<file path="config.mk">
export PLATFORM = sky130hd
export DESIGN_NAME = relay_feedback_fault_monitor_core
export DESIGN_NICKNAME = d
export VERILOG_FILES = /design/src/rtl/core/rffm_pkg.sv /design/src/rtl/core/rffm_in_stage.sv /design/src/rtl/core/rffm_check.sv /design/src/rtl/core/rffm_out_stage.sv /design/src/rtl/core/relay_feedback_fault_monitor_core.sv
export SDC_FILE = /design/constraint.sdc
export NUM_CORES = 1
export LEC_CHECK = 0
export ABC_AREA = 1
export BUFFER_PORTS_ARGS = -buffer_cell sky130_fd_sc_hd__buf_4
export CORE_ASPECT_RATIO = 1.2
export CORE_MARGIN = 3
export CORE_UTILIZATION = 58
export DETAILED_ROUTE_END_ITERATION = 8
export PLACE_DENSITY = 0.87
export SYNTH_ARGS = -nofsm -noshare
export SYNTH_HDL_FRONTEND = slang
export SYNTH_HIERARCHICAL = 1
export SYNTH_SLANG_ARGS = --single-unit
</file>
<file path="constraint.sdc">
create_clock -name i_clk -period 2.4 [get_ports i_clk]
set_input_delay 0.48 -clock i_clk [delete_from_list [all_inputs] [get_ports i_clk]]
set_output_delay 0.48 -clock i_clk [all_outputs]
set_load 0.01 [all_outputs]
</file>
<file path="src/rtl/core/rffm_pkg.sv">
// package: shared types and constants of the relay feedback fault monitor
package rffm_pkg;

    // filter limits of the confirmed state and of the fault counter
    localparam logic [7:0] STATE_FILTER = 8'd3;
    localparam logic [7:0] FAULT_FILTER = 8'd10;

    // configuration register indexes
    localparam logic CFG_EXTERNAL_RELAY_MODE    = 1'b0;
    localparam logic CFG_WAIT_FOR_CONTROL_TIMER = 1'b1;

    // one check transaction
    typedef struct packed {
        logic checks_inhibited;
        logic control_timer_active;
        logic feedback_seen_high;
        logic power_zero;
        logic commanded_open;
        logic clear_pending;
        logic mode_change;
        logic open_records_present;
        logic close_records_present;
        logic new_command;
    } t_in;

    // one result transaction
    typedef struct packed {
        logic reported_open;
        logic confirmed_open;
        logic relay_fault;
        logic fault_start_event;
        logic fault_end_event;
        logic store_status;
        logic report_open_success;
        logic report_close_success;
    } t_out;

    // configuration seen by the check logic
    typedef struct packed {
        logic external_relay_mode;
        logic wait_for_control_timer;
    } t_cfg;

endpackage

</file>
<file path="src/rtl/core/rffm_in_stage.sv">
// module: input register stage of the relay fault monitor
module rffm_in_stage (
    input  logic          i_clk,
    input  logic          i_rst_n,
    input  logic          i_valid,
    output logic          o_ready,
    input  rffm_pkg::t_in i_data,
    output logic          o_valid,
    input  logic          i_advance,
    output rffm_pkg::t_in o_data
);

    logic          r_valid;
    rffm_pkg::t_in r_data;

    // stage takes a new transaction when empty or when its content moves on
    assign o_ready = !r_valid || i_advance;

    // valid flag
    always_ff @(posedge i_clk) begin
        if (!i_rst_n) begin
            r_valid <= 1'b0;
        end else if (o_ready) begin
            r_valid <= i_valid;
        end
    end

    // payload
    always_ff @(posedge i_clk) begin
        if (i_valid && o_ready) begin
            r_data <= i_data;
        end
    end

    assign o_valid = r_valid;
    assign o_data  = r_data;

endmodule

</file>
<file path="src/rtl/core/rffm_check.sv">
// module: relay check logic with filter counters and fault state
module rffm_check (
    input  logic           i_clk,
    input  logic           i_rst_n,
    input  logic           i_advance,
    input  rffm_pkg::t_cfg i_cfg,
    input  rffm_pkg::t_in  i_data,
    output rffm_pkg::t_out o_result
);

    logic [7:0] r_mismatch_count, n_mismatch_count;
    logic [7:0] r_match_count, n_match_count;
    logic [7:0] r_fault_count, n_fault_count;
    logic       r_fault_flag, n_fault_flag;
    logic       r_reported, n_reported;
    logic       r_confirmed, n_confirmed;
    logic       r_success, n_success;

    // next state and result of one check
    always_comb begin
        logic skip;
        logic mismatch;
        logic cmd_open;

        cmd_open         = i_data.commanded_open;
        n_mismatch_count = r_mismatch_count;
        n_match_count    = r_match_count;
        n_fault_count    = r_fault_count;
        n_fault_flag     = r_fault_flag;
        n_reported       = r_reported;
        n_confirmed      = r_confirmed;
        n_success        = i_data.new_command ? 1'b0 : r_success;
        o_result         = '0;
        skip             = 1'b0;

        // gating of the check
        if (i_data.checks_inhibited) begin
            n_fault_count = r_fault_flag ? rffm_pkg::FAULT_FILTER : 8'd0;
            skip          = 1'b1;
        end else if (i_data.control_timer_active &&
                     (!i_cfg.external_relay_mode || i_cfg.wait_for_control_timer)) begin
            skip = 1'b1;
        end

        mismatch = (cmd_open && (!i_data.power_zero || i_data.feedback_seen_high)) ||
                   (!cmd_open && i_data.power_zero && !i_data.feedback_seen_high &&
                    (!i_cfg.external_relay_mode || !i_data.clear_pending));

        if (!skip) begin
            if (mismatch) begin
                n_reported = !cmd_open;
                if (r_mismatch_count < rffm_pkg::STATE_FILTER) begin
                    n_mismatch_count = r_mismatch_count + 8'd1;
                end else begin
                    n_confirmed = !cmd_open;
                end
                n_match_count = 8'd0;
                // fault count is held while faulted
                if (!r_fault_flag) begin
                    if (r_fault_count < rffm_pkg::FAULT_FILTER) begin
                        n_fault_count = r_fault_count + 8'd1;
                    end else begin
                        o_result.fault_start_event = 1'b1;
                        n_fault_flag               = 1'b1;
                    end
                end
            end else begin
                n_reported = cmd_open;
                if (r_match_count < rffm_pkg::STATE_FILTER) begin
                    n_match_count = r_match_count + 8'd1;
                end else begin
                    n_confirmed = cmd_open;
                    // first confirmed match after a command
                    if (!n_success) begin
                        n_success             = 1'b1;
                        o_result.store_status = 1'b1;
                        o_result.report_open_success  = cmd_open &&
                            i_data.open_records_present && !i_data.mode_change;
                        o_result.report_close_success = !cmd_open &&
                            i_data.close_records_present && !i_data.mode_change;
                    end
                end
                n_mismatch_count = 8'd0;
                if (r_fault_count != 8'd0) begin
                    n_fault_count = r_fault_count - 8'd1;
                end else begin
                    o_result.fault_end_event = r_fault_flag;
                    n_fault_flag             = 1'b0;
                end
            end
        end

        o_result.reported_open  = n_reported;
        o_result.confirmed_open = n_confirmed;
        o_result.relay_fault    = n_fault_flag;
    end

    // state update once per transaction
    always_ff @(posedge i_clk) begin
        if (!i_rst_n) begin
            r_mismatch_count <= 8'd0;
            r_match_count    <= 8'd0;
            r_fault_count    <= 8'd0;
            r_fault_flag     <= 1'b0;
            r_reported       <= 1'b0;
            r_confirmed      <= 1'b0;
            r_success        <= 1'b0;
        end else if (i_advance) begin
            r_mismatch_count <= n_mismatch_count;
            r_match_count    <= n_match_count;
            r_fault_count    <= n_fault_count;
            r_fault_flag     <= n_fault_flag;
            r_reported       <= n_reported;
            r_confirmed      <= n_confirmed;
            r_success        <= n_success;
        end
    end

endmodule

</file>
<file path="src/rtl/core/rffm_out_stage.sv">
// module: result register stage of the relay fault monitor
module rffm_out_stage (
    input  logic           i_clk,
    input  logic           i_rst_n,
    input  logic           i_src_valid,
    output logic           o_advance,
    input  rffm_pkg::t_out i_result,
    output logic           o_valid,
    input  logic           i_ready,
    output rffm_pkg::t_out o_data
);

    logic           r_valid;
    rffm_pkg::t_out r_data;

    // result moves in when the register is empty or being drained
    assign o_advance = i_src_valid && (!r_valid || i_ready);

    // valid flag
    always_ff @(posedge i_clk) begin
        if (!i_rst_n) begin
            r_valid <= 1'b0;
        end else if (o_advance) begin
            r_valid <= 1'b1;
        end else if (i_ready) begin
            r_valid <= 1'b0;
        end
    end

    // payload
    always_ff @(posedge i_clk) begin
        if (o_advance) begin
            r_data <= i_result;
        end
    end

    assign o_valid = r_valid;
    assign o_data  = r_data;

endmodule

</file>
<file path="src/rtl/core/relay_feedback_fault_monitor_core.sv">
// top level: relay feedback fault monitor core
// Each input transaction is one periodic relay check; each produces exactly one
// result transaction. A transaction passes an input register, then the check
// logic updates the filter counters, fault state and success mark and loads
// the result register; one transaction per cycle is sustained while the
// output side takes results. When the result register holds a result not
// yet taken, the input register still takes one more transaction.
// Configuration writes (index 0 external relay mode, index 1 wait for
// control timer) act at once and are meant to be made while no check is in
// flight.
module relay_feedback_fault_monitor_core (
    input  logic           i_clk,
    input  logic           i_rst_n,
    input  logic           i_in_valid,
    output logic           o_in_ready,
    input  rffm_pkg::t_in  i_in_data,
    output logic           o_out_valid,
    input  logic           i_out_ready,
    output rffm_pkg::t_out o_out_data,
    input  logic           i_cfg_we,
    input  logic           i_cfg_index,
    input  logic           i_cfg_data
);

    rffm_pkg::t_cfg r_cfg;
    rffm_pkg::t_in  stage_data;
    rffm_pkg::t_out check_result;
    logic           stage_valid;
    logic           advance;

    // configuration registers
    always_ff @(posedge i_clk) begin
        if (!i_rst_n) begin
            r_cfg <= '0;
        end else if (i_cfg_we) begin
            unique case (i_cfg_index)
                rffm_pkg::CFG_EXTERNAL_RELAY_MODE:    r_cfg.external_relay_mode    <= i_cfg_data;
                rffm_pkg::CFG_WAIT_FOR_CONTROL_TIMER: r_cfg.wait_for_control_timer <= i_cfg_data;
                default: ;
            endcase
        end
    end

    // input register
    rffm_in_stage u_in_stage (
        .i_clk     (i_clk),
        .i_rst_n   (i_rst_n),
        .i_valid   (i_in_valid),
        .o_ready   (o_in_ready),
        .i_data    (i_in_data),
        .o_valid   (stage_valid),
        .i_advance (advance),
        .o_data    (stage_data)
    );

    // check logic and state
    rffm_check u_check (
        .i_clk     (i_clk),
        .i_rst_n   (i_rst_n),
        .i_advance (advance),
        .i_cfg     (r_cfg),
        .i_data    (stage_data),
        .o_result  (check_result)
    );

    // result register
    rffm_out_stage u_out_stage (
        .i_clk       (i_clk),
        .i_rst_n     (i_rst_n),
        .i_src_valid (stage_valid),
        .o_advance   (advance),
        .i_result    (check_result),
        .o_valid     (o_out_valid),
        .i_ready     (i_out_ready),
        .o_data      (o_out_data)
    );

endmodule

</file>
==> results_dict.tcl <==
set metrics [dict create \
    status "completed" \
    syn_avg_cell_area_um2 8.10 \
    yosysUniqueCellTypes 32 \
    path_class "flop to primary output" \
    dp_hpwl_mm 3.59 \
    rsz0062_at_grt "no" \
    max_freq_ghz 0.506 \
    routed_wl_mm 4.98 \
    cts_resized 0 \
    grt_overflow 0 \
    root_buffer "clkbuf_8" \
    finalSetupTns_ns 0 \
    drtAntennaViolNets 0 \
    setup_ws_ns 0.425 \
    slew_viol_final 0 \
    hold_ws_ns 0.348 \
    hold_class "input pin to flop" \
    finalSetupViolCount 0 \
    final_area_um2 2780 \
    drc 0 \
    rows 25 \
    die_w_um 65.8 \
    drive_gt1_frac 0.204 \
    hold_buffers 0 \
    cts.sinks 50 \
    clock_skew_ns 0.00528 \
    dieArea_um2 5110 \
    seq_area_frac_synth 0.475 \
    grt_max_degree 22 \
    first_pass_iters 4 \
    core_um2 4040 \
    place_area_um2 2700 \
    synth_nets 328 \
    io_buffers 26 \
    hold_viol_final 0 \
    layout_common_cells "nand2_1 (66), inv_1 (35), dfxtp_1 (32)" \
    vias_per_cell 5.32 \
    worst_pin_slew_ns 0.615 \
    grt_pass1_vias 1928 \
    n_antenna_cell 0 \
    cts_setup_buffers 0 \
    p_per_area_nw_per_um2 604 \
    syn_to_final_growth_pct 12.0 \
    avgRoutedWirePerCell_um 12.8 \
    relSlewSlack 0.590 \
    ys_ff_latch 50 \
    yosysWarningCount 6 \
    clock_path_buffers 2 \
    synth_area_um2 2490 \
    htreeDepth 2 \
    drtIter0Drc 205 \
    required_ns 1.92 \
    numCtsBuffers 5 \
    critPathArrivalTime_ns 1.49 \
    grtUsageTotal 0.216 \
    worstSetupEndpointType "primary output" \
    die_h_um 77.7 \
    synthCells 307 \
    cts_tree "built" \
    antenna_found_initial 0 \
    dr_total_vias 2066 \
    nNetsFinal 354 \
    gp_congestion 1.02 \
    initial_core_util 0.616 \
    place_ws_ns 0.560 \
    cap_violations 0 \
    clk_pin_slew_worst_paths_ns 0.09 \
    min_period_ns 1.97 \
    clk_latency_ns 0.30 \
    startpoint_type "flop" \
    final_common_cell "nand2_1" \
    leakage_nw 1.22 \
    ioPinCount 27 \
    irDropWorstVdd_v 0.000477 \
    grt_pass1_wl_mm 8.40 \
    cp_max_fo 18 \
    fin_crit_sh 0.823 \
]
==> critical path: stages (launching register included) <==
cell,delay [ns]
dfxtp_1,0.38
inv_1,0.08
a21oi_1,0.18
buf_4,0.29
inv_2,0.06
nand2_2,0.08
buf_4,0.12
==> per-stage QoR <==
stage          utilization  instances  total power, mW
6_report             0.690        388             1.68
5_1_grt              0.690        388             1.77
4_1_cts              0.690        388             1.69
3_5_place_dp         0.669        380             1.22
3_3_place_gp         0.669        380             1.22
2_1_floorplan            -        307             1.15
==> cells in the mapped netlist <==
cell / count / area, um2
nor2_2: 4 / 25.0
xor2_1: 1 / 8.76
inv_2: 8 / 30.0
clkbuf_1: 3 / 11.3
o21ai_1: 3 / 15.0
buf_6: 2 / 22.5
or2_4: 1 / 8.76
dfxtp_1: 32 / 641
nor3_1: 9 / 45.0
ha_1: 4 / 50.1
nor2_4: 3 / 33.8
a211oi_1: 1 / 7.51
nand3_1: 22 / 110
nand2_1: 66 / 248
o211ai_1: 1 / 7.51
a21oi_2: 2 / 17.5
nand3b_1: 1 / 7.51
nor2_1: 28 / 105
nand2_2: 6 / 37.5
xnor2_1: 2 / 17.5
nand4_1: 5 / 31.3
buf_4: 4 / 30.0
o21ai_2: 1 / 8.76
nand3_2: 3 / 30.0
nor2_8: 1 / 20.0
a21oi_1: 20 / 100
nand3_4: 1 / 17.5
a31oi_1: 2 / 12.5
edfxtp_1: 18 / 541
inv_1: 35 / 131
nand2_4: 4 / 45.0
o21ai_0: 14 / 70.1
==> registers in the layout, indices dropped and copies added, names as in the netlist <==
name,count
u_check/r_fault_flag,1
r_cfg,2
u_check/r_success,1
u_check/r_confirmed,1
u_out_stage/o_data,8
u_in_stage/o_valid,1
u_check/r_reported,1
u_check/r_fault_count,8
u_check/r_mismatch_count,8
u_check/r_match_count,8
u_in_stage/o_data,10
u_out_stage/o_valid,1
==> layer usage <==
metal | share of wire | GRT usage | wire (um)
met3 | 0.053 | 0.0463 | 262
met1 | 0.40 | 0.240 | 1990
met4 | 0.036 | 0.116 | 180
met5 | 0 | 0 | 0
met2 | 0.51 | 0.374 | 2550
==> power breakdown <==
group / leakage (nW) / internal [mW] / total, mW / switching (mW)
Combinational: 0.746 / 0.0972 / 0.270 / 0.172
Sequential: 0.434 / 0.914 / 0.940 / 0.0265
Clock: 0.0385 / 0.207 / 0.472 / 0.265
Total: 1.22 / 1.22 / 1.68 / 0.464
==> layout make-up <==
cell class,count,area [um2]
tap,54,67.6
timing repair buffer,28,210
clock buffer,7,76.3
multi-input combinational,205,1080
sequential,50,1180
clock inverter,1,7.51
fill,308,1250
inverter,43,161
==> cells by family (layout without fill, tap and decap cells) <==
family                     after synthesis  after routing  synth area share
buffers and inverters                   52             79            0.0906
AOI/OAI and AO/OA                       44             44            0.0961
DFF                                     50             50             0.475
adders and majority gates                4              4            0.0201
and+or+nand+nor                        154            154             0.308
xor gates and xnor gates                 3              3            0.0106
==> path summary, 6_finish.rpt <==
path	start	to	slack, ns	depth (start not counted)
max reg2reg	u_in_stage/o_data[5]	u_check/r_fault_count[3]	0.64	10
max	u_in_stage/o_valid	o_in_ready	0.43	6
min	i_in_data[9]	u_in_stage/o_data[9]	0.35	1
min reg2reg	u_check/r_mismatch_count[5]	u_check/r_mismatch_count[5]	0.44	2
(Power assumes the default switching activity.)
